==> config.mk <==
export PLATFORM = sky130hd
export DESIGN_NAME = two_queue_priority_runway_scheduler
export DESIGN_NICKNAME = d
export VERILOG_FILES = /design/src/hw/rtl/tqprs_pkg.sv /design/src/hw/rtl/tqprs_ram.sv /design/src/hw/rtl/two_queue_priority_runway_scheduler.sv
export SDC_FILE = /design/constraint.sdc
export NUM_CORES = 2
export LEC_CHECK = 0
export ABC_AREA = 1
export BUFFER_PORTS_ARGS = -buffer_cell sky130_fd_sc_hd__buf_2
export CORE_MARGIN = 2
export CORE_UTILIZATION = 62
export DETAILED_ROUTE_END_ITERATION = 7
export HOLD_SLACK_MARGIN = 0.1
export PLACE_DENSITY = 0.8
export SYNTH_ARGS = -nofsm -noshare
export SYNTH_HDL_FRONTEND = slang
export SYNTH_HIERARCHICAL = 1
export SYNTH_SLANG_ARGS = --single-unit
==> constraint.sdc <==
create_clock -name clk -period 10.2 [get_ports clk]
set_input_delay 0.51 -clock clk [delete_from_list [all_inputs] [get_ports clk]]
set_output_delay 0.51 -clock clk [all_outputs]
set_load 0.05 [all_outputs]
==> src/hw/rtl/tqprs_pkg.sv <==
package tqprs_pkg;

  localparam int CMD_W      = 2;
  localparam int STATUS_W   = 3;
  localparam int ID_W       = 16;
  localparam int TIME_W     = 32;
  localparam int CNT_W      = 32;
  localparam int SUM_W      = 48;
  localparam int QCNT_W     = 5;
  localparam int LIMIT_W    = 5;
  localparam int ENTRY_W    = ID_W + TIME_W;
  localparam int IN_DATA_W  = ID_W + 2 * TIME_W;
  localparam int OUT_USED_W = ID_W + TIME_W + 2 * QCNT_W + 5 * CNT_W + 2 * SUM_W;
  localparam int OUT_DATA_W = ((OUT_USED_W + 7) / 8) * 8;
  localparam int OUT_PAD_W  = OUT_DATA_W - OUT_USED_W;

  localparam logic [LIMIT_W-1:0] LIMIT_RESET = 5'd16;

  // Event counter slots.
  localparam int EV_LAND_REF = 0;
  localparam int EV_DEP_REF  = 1;
  localparam int EV_LANDED   = 2;
  localparam int EV_TOOKOFF  = 3;
  localparam int EV_IDLE     = 4;
  localparam int EV_NUM      = 5;

  typedef enum logic [CMD_W-1:0] {
    CMD_LAND   = 2'd0,
    CMD_DEPART = 2'd1,
    CMD_TICK   = 2'd2
  } cmd_t;

  typedef enum logic [STATUS_W-1:0] {
    ST_ACCEPTED = 3'd0,
    ST_REFUSED  = 3'd1,
    ST_LANDED   = 3'd2,
    ST_TOOKOFF  = 3'd3,
    ST_IDLE     = 3'd4
  } status_t;

  typedef enum logic [1:0] {
    S_IDLE = 2'd0,
    S_READ = 2'd1,
    S_ADD  = 2'd2
  } state_t;

  function automatic logic [CNT_W-1:0] sat_inc(input logic [CNT_W-1:0] value);
    logic [CNT_W-1:0] result;
    result = (value == '1) ? value : value + 1'b1;
    return result;
  endfunction

  function automatic logic [SUM_W-1:0] sat_add(input logic [SUM_W-1:0] sum,
                                               input logic [TIME_W-1:0] addend);
    logic [SUM_W:0] total;
    total = {1'b0, sum} + (SUM_W + 1)'(addend);
    return total[SUM_W] ? '1 : total[SUM_W-1:0];
  endfunction

endpackage

==> src/hw/rtl/tqprs_ram.sv <==
module tqprs_ram #(
  parameter int WIDTH = 48,
  parameter int DEPTH = 16
) (
  input  logic                                   clk,
  input  logic                                   we,
  input  logic [(DEPTH > 1 ? $clog2(DEPTH) : 1)-1:0] waddr,
  input  logic [WIDTH-1:0]                       wdata,
  input  logic                                   re,
  input  logic [(DEPTH > 1 ? $clog2(DEPTH) : 1)-1:0] raddr,
  output logic [WIDTH-1:0]                       rdata
);

  logic [WIDTH-1:0] mem [DEPTH];

  always_ff @(posedge clk) begin
    if (we) begin
      mem[waddr] <= wdata;
    end
    if (re) begin
      rdata <= mem[raddr];
    end
  end

endmodule

==> src/hw/rtl/two_queue_priority_runway_scheduler.sv <==
// Channel   Dir  Group                 Contents
// s_        in   tvalid/tready/tdata   tuser = cmd, tdata = plane_id, arrival_time, now_time
// m_        out  tvalid/tready/tdata   tuser = status, tdata = served item and statistics
// cfg_      in   wen/wdata             admission limit, written when cfg_wen is high
//
// A request, an unused command or a tick with both queues empty is answered from S_IDLE.
// A tick that serves a plane passes through S_IDLE, which issues the queue memory read,
// S_READ, which uses the registered read data for the wait subtraction, and S_ADD, which
// forms the saturating 48-bit wait sum. Reset clears all control state at once; queue
// memories need no clearing. A result that is not taken holds further items at s_tready.
module two_queue_priority_runway_scheduler #(
  parameter int QUEUE_DEPTH = 16
) (
  input  logic                               clk,
  input  logic                               rst,
  input  logic                               s_tvalid,
  output logic                               s_tready,
  // plane_id [15:0], arrival_time [47:16], now_time [79:48]
  input  logic [tqprs_pkg::IN_DATA_W-1:0]    s_tdata,
  // cmd [1:0]
  input  logic [tqprs_pkg::CMD_W-1:0]        s_tuser,
  output logic                               m_tvalid,
  input  logic                               m_tready,
  // served_plane [15:0], served_wait [47:16], land_queue_count [52:48],
  // depart_queue_count [57:53], land_refused_total [89:58],
  // depart_refused_total [121:90], landings_total [153:122],
  // takeoffs_total [185:154], idle_total [217:186], land_wait_total [265:218],
  // depart_wait_total [313:266], zero fill [319:314]
  output logic [tqprs_pkg::OUT_DATA_W-1:0]   m_tdata,
  // status [2:0]
  output logic [tqprs_pkg::STATUS_W-1:0]     m_tuser,
  input  logic                               cfg_wen,
  input  logic [tqprs_pkg::LIMIT_W-1:0]      cfg_wdata
);

  import tqprs_pkg::*;

  localparam int AW = (QUEUE_DEPTH > 1) ? $clog2(QUEUE_DEPTH) : 1;
  localparam int CW = $clog2(QUEUE_DEPTH + 1);
  localparam int LW = (CW > LIMIT_W) ? CW : LIMIT_W;
  localparam logic [AW-1:0] LAST_IDX = AW'(QUEUE_DEPTH - 1);
  localparam logic [LW-1:0] DEPTH_L  = LW'(QUEUE_DEPTH);

  state_t state, state_next;

  logic [LIMIT_W-1:0] admit_limit;
  logic [AW-1:0]      land_head, land_tail, depart_head, depart_tail;
  logic [CW-1:0]      land_count, depart_count;
  logic [CNT_W-1:0]   evt_count [EV_NUM];
  logic [SUM_W-1:0]   land_wait_sum, depart_wait_sum;

  status_t            out_status;
  logic [ID_W-1:0]    out_plane;
  logic [TIME_W-1:0]  out_wait;
  logic [TIME_W-1:0]  tick_now;
  logic               pop_land;
  logic [ID_W-1:0]    pop_plane;
  logic [TIME_W-1:0]  pop_wait;

  logic [ID_W-1:0]    in_plane;
  logic [TIME_W-1:0]  in_arrival, in_now;
  cmd_t               in_cmd;
  logic               accept;
  logic [LW-1:0]      limit_ext, eff_limit;
  logic               land_full, depart_full;
  logic               land_push, depart_push, land_rd, depart_rd;
  logic               req_load, pop_done;
  status_t            req_status;
  logic [EV_NUM-1:0]  ev_bump;
  logic [ENTRY_W-1:0] land_rdata, depart_rdata, pop_entry;

  assign in_plane   = s_tdata[ID_W-1:0];
  assign in_arrival = s_tdata[ID_W+TIME_W-1:ID_W];
  assign in_now     = s_tdata[ID_W+2*TIME_W-1:ID_W+TIME_W];
  assign in_cmd     = cmd_t'(s_tuser);

  assign s_tready = (state == S_IDLE) && (!m_tvalid || m_tready);
  assign accept   = s_tvalid && s_tready;

  assign limit_ext   = LW'(admit_limit);
  assign eff_limit   = (limit_ext > DEPTH_L) ? DEPTH_L : limit_ext;
  assign land_full   = LW'(land_count) >= eff_limit;
  assign depart_full = LW'(depart_count) >= eff_limit;

  // A push and a pop never fall in the same cycle, and a pop reads an entry
  // written in an earlier cycle, so the memories need no forwarding.
  tqprs_ram #(.WIDTH(ENTRY_W), .DEPTH(QUEUE_DEPTH)) u_land_ram (
    .clk   (clk),
    .we    (land_push),
    .waddr (land_tail),
    .wdata ({in_plane, in_arrival}),
    .re    (land_rd),
    .raddr (land_head),
    .rdata (land_rdata)
  );

  tqprs_ram #(.WIDTH(ENTRY_W), .DEPTH(QUEUE_DEPTH)) u_depart_ram (
    .clk   (clk),
    .we    (depart_push),
    .waddr (depart_tail),
    .wdata ({in_plane, in_arrival}),
    .re    (depart_rd),
    .raddr (depart_head),
    .rdata (depart_rdata)
  );

  assign pop_entry = pop_land ? land_rdata : depart_rdata;

  always_comb begin
    state_next  = state;
    land_push   = 1'b0;
    depart_push = 1'b0;
    land_rd     = 1'b0;
    depart_rd   = 1'b0;
    req_load    = 1'b0;
    req_status  = ST_REFUSED;
    pop_done    = 1'b0;
    ev_bump     = '0;
    case (state)
      S_IDLE: begin
        if (accept) begin
          case (in_cmd)
            CMD_LAND: begin
              req_load = 1'b1;
              if (!land_full) begin
                land_push  = 1'b1;
                req_status = ST_ACCEPTED;
              end else begin
                ev_bump[EV_LAND_REF] = 1'b1;
              end
            end
            CMD_DEPART: begin
              req_load = 1'b1;
              if (!depart_full) begin
                depart_push = 1'b1;
                req_status  = ST_ACCEPTED;
              end else begin
                ev_bump[EV_DEP_REF] = 1'b1;
              end
            end
            CMD_TICK: begin
              if (land_count != '0) begin
                land_rd    = 1'b1;
                state_next = S_READ;
              end else if (depart_count != '0) begin
                depart_rd  = 1'b1;
                state_next = S_READ;
              end else begin
                req_load          = 1'b1;
                req_status        = ST_IDLE;
                ev_bump[EV_IDLE]  = 1'b1;
              end
            end
            default: begin
              req_load = 1'b1;
            end
          endcase
        end
      end
      S_READ: begin
        state_next = S_ADD;
      end
      S_ADD: begin
        pop_done   = 1'b1;
        state_next = S_IDLE;
        if (pop_land) begin
          ev_bump[EV_LANDED] = 1'b1;
        end else begin
          ev_bump[EV_TOOKOFF] = 1'b1;
        end
      end
      default: begin
        state_next = S_IDLE;
      end
    endcase
  end

  always_ff @(posedge clk) begin
    if (rst) begin
      state <= S_IDLE;
    end else begin
      state <= state_next;
    end
  end

  always_ff @(posedge clk) begin
    if (rst) begin
      admit_limit     <= LIMIT_RESET;
      land_head       <= '0;
      land_tail       <= '0;
      land_count      <= '0;
      depart_head     <= '0;
      depart_tail     <= '0;
      depart_count    <= '0;
      land_wait_sum   <= '0;
      depart_wait_sum <= '0;
      m_tvalid        <= 1'b0;
      for (int i = 0; i < EV_NUM; i++) begin
        evt_count[i] <= '0;
      end
    end else begin
      if (cfg_wen) begin
        admit_limit <= cfg_wdata;
      end
      if (land_push) begin
        land_tail  <= (land_tail == LAST_IDX) ? '0 : land_tail + 1'b1;
        land_count <= land_count + 1'b1;
      end
      if (depart_push) begin
        depart_tail  <= (depart_tail == LAST_IDX) ? '0 : depart_tail + 1'b1;
        depart_count <= depart_count + 1'b1;
      end
      if (pop_done) begin
        if (pop_land) begin
          land_head     <= (land_head == LAST_IDX) ? '0 : land_head + 1'b1;
          land_count    <= land_count - 1'b1;
          land_wait_sum <= sat_add(land_wait_sum, pop_wait);
        end else begin
          depart_head     <= (depart_head == LAST_IDX) ? '0 : depart_head + 1'b1;
          depart_count    <= depart_count - 1'b1;
          depart_wait_sum <= sat_add(depart_wait_sum, pop_wait);
        end
      end
      for (int i = 0; i < EV_NUM; i++) begin
        if (ev_bump[i]) begin
          evt_count[i] <= sat_inc(evt_count[i]);
        end
      end
      if (req_load || pop_done) begin
        m_tvalid <= 1'b1;
      end else if (m_tready) begin
        m_tvalid <= 1'b0;
      end
    end
  end

  always_ff @(posedge clk) begin
    if (accept) begin
      tick_now <= in_now;
      pop_land <= (land_count != '0);
    end
    if (state == S_READ) begin
      pop_plane <= pop_entry[ENTRY_W-1:TIME_W];
      pop_wait  <= tick_now - pop_entry[TIME_W-1:0];
    end
    if (req_load) begin
      out_status <= req_status;
      out_plane  <= '0;
      out_wait   <= '0;
    end else if (pop_done) begin
      out_status <= pop_land ? ST_LANDED : ST_TOOKOFF;
      out_plane  <= pop_plane;
      out_wait   <= pop_wait;
    end
  end

  // The statistics are shown live: they only move when a result is loaded, and
  // no item is taken while a result waits, so they match the pending result.
  assign m_tuser = out_status;
  assign m_tdata = {{OUT_PAD_W{1'b0}}, depart_wait_sum, land_wait_sum,
                    evt_count[EV_IDLE], evt_count[EV_TOOKOFF], evt_count[EV_LANDED],
                    evt_count[EV_DEP_REF], evt_count[EV_LAND_REF],
                    QCNT_W'(depart_count), QCNT_W'(land_count), out_wait, out_plane};

endmodule

# --- Word-level counts from Yosys, hierarchy flattened ---
# Memories as Yosys holds them, arrays and structs flattened. A register that Yosys moved wholly into a read port is not among the register bits.
# Index checks and enable logic that the tools add are counted.
classes:
  muxes: 97
  eq_ne: 16
  n_shift: 0
  order_cmp: 3
  bitwise: 6
  n_mul: 0
  n_reduce_logical: 14
  n_div: 0
  addsub: 16
op_table:
  columns: ["op", "count"]
  rows:
  - ["$mux 32", 10]
  - ["$add 32x1->32 const B", 5]
  - ["$eq 32x32->1 const B", 5]
  - ["$mux 48", 3]
  - ["$add 48x32->49", 2]
  - ["$mux 1", 58]
  - ["$mux 5", 7]
  - ["$sub 32x32->32", 1]
  - ["$mux 3", 6]
  - ["$add 4x1->4 const B", 4]
  - ["$eq 4x4->1 const B", 4]
  - ["$mux 4", 4]
  - ["$mux 2", 7]
  - ["$add 5x1->5 const B", 2]
  - ["$ge 5x5->1", 2]
  - ["$reduce_bool 5->1", 2]
  - ["$sub 5x1->5 const B", 2]
  - ["$pmux 3 s3", 1]
  - ["$gt 5x5->1 const B", 1]
  - ["$or 1x1->1", 5]
  - ["$eq 2x1->1 const B", 2]
  - ["$eq 2x2->1 const B", 2]
  - ["$logic_not 2->1", 2]
  - ["$pmux 2 s2", 1]
  - ["10 further kinds", 14]
totals:
  inputBits: 92
  ff_bits: 262
  latchBits: 0
  memories: 3
  mem_bits_ro: 0
  ramBits: 1696
  out_inout_bits: 325
mem_list:
  columns: ["name", "words", "word_bits", "rd", "rd_clocked_by_memory_dff", "wr", "line_no", "text"]
  rows:
  - ["u_depart_ram.mem", 16, 48, 1, 1, 1, "tqprs_ram.sv:14", "logic [WIDTH-1:0] mem [DEPTH];"]
  - ["u_land_ram.mem", 16, 48, 1, 1, 1, "tqprs_ram.sv:14", null]
  - ["evt_count", 5, 32, 5, 0, 5, "two_queue_priority_runway_scheduler.sv:49", "logic [CNT_W-1:0] evt_count [EV_NUM];"]

# --- Depth between registers and ports, before layout ---
logic_depth:
  word_depth: 11
  mapped_depth: 17
  depth_no_buf: 17

# --- Hierarchy ---
# Netlist, hierarchy kept.
modules_own_cells:
  columns: ["module", "cells_per_inst", "n_inst", "area_each_um2"]
  rows:
  - ["tqprs_ram", 3165, 2, 34469.3]
  - ["two_queue_priority_runway_scheduler", 3729, 1, 27482.6]

# --- Worst setup path before layout ---
# Ideal clock, no wire load.
synth_path:
  path_type: "flip-flop to flip-flop"
  from: "register land_count[0]"
  to: "register u_land_ram.rdata[0] (read register of u_land_ram.mem) (enable)"
  path_buffers: 0
  slack_ns: 5.058
  setup_time_ns: 0.513
  t_arrival_ns: 4.629
  path_stages_with_launch: 6
  path_cell_list: "dfxtp_1 -> inv_1 -> ha_1 -> nand3_1 -> nor2_2 -> nor3_1"
synth_via:
  elab_chain_len: 5
synth_lines:
  columns: ["element", "line_no", "text"]
  rows:
  - ["from (decl)", "two_queue_priority_runway_scheduler.sv:48", "logic [CW-1:0] land_count, depart_count;"]
  - ["from (signal assigned)", "two_queue_priority_runway_scheduler.sv:207", "land_count <= land_count + 1'b1;"]
  - ["from (signal assigned)", "two_queue_priority_runway_scheduler.sv:216", "land_count <= land_count - 1'b1;"]
  - ["$reduce_bool 5->1", "two_queue_priority_runway_scheduler.sv:142", "if (land_count != '0) begin"]
  - ["$mux 1", "two_queue_priority_runway_scheduler.sv:142", null]
  - ["$mux 1", "two_queue_priority_runway_scheduler.sv:122", "case (in_cmd)"]
  - ["$mux 1", "two_queue_priority_runway_scheduler.sv:121", "if (accept) begin"]
  - ["$mux 1", "two_queue_priority_runway_scheduler.sv:119", "case (state)"]
  - ["named net land_rd", "two_queue_priority_runway_scheduler.sv:66", "logic land_push, depart_push, land_rd, depart_rd;"]
  - ["to (decl)", "tqprs_ram.sv:11", "output logic [WIDTH-1:0] rdata"]
# The timed path passes the listed nets, and every way through them passes these cells.
# A chain may end at the register's enable or synchronous reset.

# --- Final worst setup path ---
layout_path:
  from: "register admit_limit[1]"
  to: "memory u_depart_ram.mem[15][44] (enable)"
layout_via:
  elab_chain_len: 9
layout_lines:
  columns: ["element", "line_no", "text"]
  rows:
  - ["from (decl)", "two_queue_priority_runway_scheduler.sv:46", "logic [LIMIT_W-1:0] admit_limit;"]
  - ["from (signal assigned)", "two_queue_priority_runway_scheduler.sv:203", "admit_limit <= cfg_wdata;"]
  - ["$gt 5x5->1", "two_queue_priority_runway_scheduler.sv:81", "assign eff_limit = (limit_ext > DEPTH_L) ? DEPTH_L : limit_ext;"]
  - ["$mux 5 (*)", "two_queue_priority_runway_scheduler.sv:81", null]
  - ["$ge 5x5->1 (*)", "two_queue_priority_runway_scheduler.sv:83", "assign depart_full = LW'(depart_count) >= eff_limit;"]
  - ["$mux 1 (*)", "two_queue_priority_runway_scheduler.sv:134", "if (!depart_full) begin"]
  - ["$mux 1 (*)", "two_queue_priority_runway_scheduler.sv:122", null]
  - ["$mux 1 (*)", "two_queue_priority_runway_scheduler.sv:121", null]
  - ["$mux 1 (*)", "two_queue_priority_runway_scheduler.sv:119", null]
  - ["named net depart_push", "two_queue_priority_runway_scheduler.sv:66", null]
  - ["$mux 1 (*)", "tqprs_ram.sv:17", "if (we) begin"]
  - ["$mux 1 (not written as such) (*)", "tqprs_ram.sv:18", "mem[waddr] <= wdata;"]
  - ["to (decl)", "tqprs_ram.sv:14", null]
# The timed path passes the listed nets; every way through them passes the cells marked *.

==> metrics.yaml <==
timing:
  rsz0062_at_grt: "no"
  setup-tns-final_ps: 0
  min_period_over_period_pct: 42.70
  drv_slew: 0
  tightest_slew_ps: 1288
  finalCriticalPeriod_ps: 4355
  setup_violations: 0
  max_slew_margin_pct: 14.14
  hold_viol: 0
  max_freq_mhz: 229.6
  clock_skew_ps: 49.82
pwr:
  pwr-share-comb_pct: 5.2
  p_switching_mw: 4.016
  ir_worst_vdd_v: 0.0001685
  swShare_pct: 22.71
  p_leak_nw: 46.60
  internal_power_mw: 13.67
  power_frac_clock_pct: 41.8
  powerDensity_nw_per_um2: 165.9
  seqPwrFrac_pct: 53.0
  power_mw: 17.69
cts:
  cts_sinks: 2054
  cts_resized: 0
  cts_tree: "done"
  clk_pin_slew_ps: 60
  ctsLongestPathBuffers: 3
  cts_made_buffers: 204
  cts_root_buf: "clkbuf_16"
  htreeDepth: 4
  insertion_delay_ps: 850
critical_path:
  r2r-start: "admit_limit[1]"
  rrSetupSlack_ps: 5840
  critPathRequiredTime_ps: 10660
  critPathLaunch: "admit_limit[1]"
  endpoint_kind: "flop"
  start_kind: "flop"
  arrival_ps: 4810
  worstPathMaxFanout: 30
  path_class: "reg -> reg"
route:
  vias: 72939
  drc: 2
  dr.pass1.iters: 8
  vias_per_cell: 5.776
  drt_wl_total_um: 278800
  wl_per_cell_um: 22.07
  drt-initial-drc-count: 9328
  postRouteAntennaNets: 0
global_routing:
  met2_usage_pct: 55.73
  overflow: 0
  antenna_found_initial: 16
  met3_usage_pct: 7.616
  grt_use_met1_pct: 44.33
  grt_util_all_layers_pct: 34.68
  grt_max_degree: 203
  grt_pass1_wl_um: 414600
  grt_pass1_vias: 70334
  busiest_layer: "met2"
die:
  rows: 144
  die_h_um: 398.4
  coreArea_um2: 154200
  die_area_um2: 158700
  start_util_pct: 62.52
  num_io_pins: 417
  die_x_um: 398.4
place:
  dp_hpwl_um: 173100
  io_buffer_count: 410
  gp_congestion: 1.001
final_layout:
  syn2layout_area_growth_pct: 10.56
  fin_nets: 10612
  final_layout_size_suffix_gt1_share_pct: 8.793
logic_synthesis:
  netlist_area_um2: 96420
  syn-instance-count: 10059
  synth_edf_count: 1876
  synth_cell_types: 57
  seq_area_frac_synth_pct: 62.12
  async_flop_share_pct: 0
  yosysWarnings: 6
  synth.avg_cell_area_um2: 9.586
  ys_seq_elements: 2054
  synth_ff_type: "edfxtp_1"
hold_path:
  hold_class: "in -> reg"
  worstHoldStart: "s_tdata[21]"
run_status:
  status: "finished with violations"
  failed_checks: "design-rule violations"
flow_run:
  maxCapViolCount: 0
==> layout by cell type, fill, tap and decap left out, types with 12 or more instances in the layout <==
master         synthesis  routed
nand2_1             2949    2949
edfxtp_1            1876    1876
inv_1               1742    1737
nand3_1             1411    1411
buf_2                171     410
nor2_1               414     379
a21oi_1              228     225
clkbuf_16              0     205
dfxtp_1              178     169
o21ai_0              145     145
ha_1                 118     118
xor2_1               105     105
nor3_1                84      83
xnor2_1               76      76
buf_4                 36      76
nand4_1               60      60
clkbuf_1              94      48
dlygate4sd3_1          0      47
clkinv_1               2      46
nor2_4                 7      44
clkinv_2               0      37
mux2i_1               29      29
a31oi_1               24      24
nor4_1                21      21
nand3b_1              21      21
or2_2                 20      20
nor2_2                21      19
o21bai_1              18      18
bufinv_16              0      15
nand2_2               12      12
==> Yosys cell counts, drive strengths merged, types with 24 or more instances <==
master  count  area share [%]
nor2      442             1.8
nand4      60            0.39
nand3    1421             7.4
o21ai     149            0.78
buf       314             2.3
nor3       91            0.53
clkbuf     94            0.37
inv      1754             6.8
a21oi     230             1.2
edfxtp   1876              58
a31oi      24            0.16
xnor2      76            0.69
dfxtp     178             3.7
xor2      105            0.95
ha        118             1.5
mux2i      29            0.30
nand2    2962              12
==> stage by stage <==
step	std cells	hold slack [ps]	instance area, um^2	utilization (%)	setup WS [ps]
finish	12629	181.4	106600	69.12	5845
global route	12626	180.3	106600	69.11	5589
CTS	12621	137.6	106600	69.11	5966
detailed placement	12190	450.5	99520	64.53	5893
global placement	12190	450.8	99520	64.53	5955
floorplan	10064	450.2	96440	-	5058
==> worst max-delay path: stages (launching register included) <==
cell	delay (ps)
dfxtp_1	330
nor3_1	220
nand2_1	70
nand2_1	60
nand2_1	90
ha_1	300
a21oi_1	150
o21bai_1	70
nor2_1	140
nand2_1	210
clkinv_1	300
nand3_1	370
nor2_4	860
buf_4	710
==> power by group through the flow <==
stage | registers (mW) | clock network (mW) | logic [mW]
global placement | 9.55 | 0 | 0.873
CTS | 9.37 | 7.44 | 0.908
detailed placement | 9.55 | 0 | 0.887
finish | 9.38 | 7.39 | 0.920
floorplan | 9.69 | 0 | 0.392
global route | 9.38 | 7.76 | 0.987
==> area by class of cell <==
type                       count  area (um^2)
antenna                        8        20.02
clock buffer                 264         5461
clock inverter               120         1126
fill                       11083        47630
inverter                    1756         6634
multi-input combinational   5846        27700
sequential                  2054        59930
tap                         2044         2557
timing repair buffer         537         3173
==> state kept, by name (all words and copies together) (netlist names), 3 cells and up <==
name	count
out_plane	16
pop_wait	32
u_depart_ram/rdata	48
u_depart_ram/mem	768
evt_count	160
depart_wait_sum	48
depart_tail	4
depart_head	4
depart_count	5
u_land_ram/rdata	48
land_count	5
admit_limit	5
land_tail	4
land_head	4
u_land_ram/mem	768
land_wait_sum	48
pop_plane	16
out_wait	32
m_tuser	3
tick_now	32
==> layer usage <==
layer  share of wire, %  wire length, um
met2                 46           129400
met1                 36           101700
met3                 11            31760
met4                5.7            15840
met5              0.032               90
==> worst paths after layout <==
kind	end	cells after the start
max	u_depart_ram/mem[15][44]	13
min	u_land_ram/mem[3][5]	1
max reg2reg	u_depart_ram/mem[15][44]	13
min reg2reg	out_wait[29]	2
==> timing repair <==
item | 4_1_cts | 5_1_grt
hold buffers | 47 | 0
hold endpoints to repair | 38 | 0
setup buffers | 0 | 0
==> cells by family after synthesis <==
family | Yosys count | share of synthesized area (%)
compound gates | 465 | 2.625
xor+xnor | 181 | 1.644
fa+ha+maj | 121 | 1.594
buf+inv | 2164 | 9.495
flops | 2054 | 62.12
mux | 29 | 0.3011
other cells | 1 | 0.003889
simple gates | 5044 | 22.22
(Power assumes the default switching activity.)
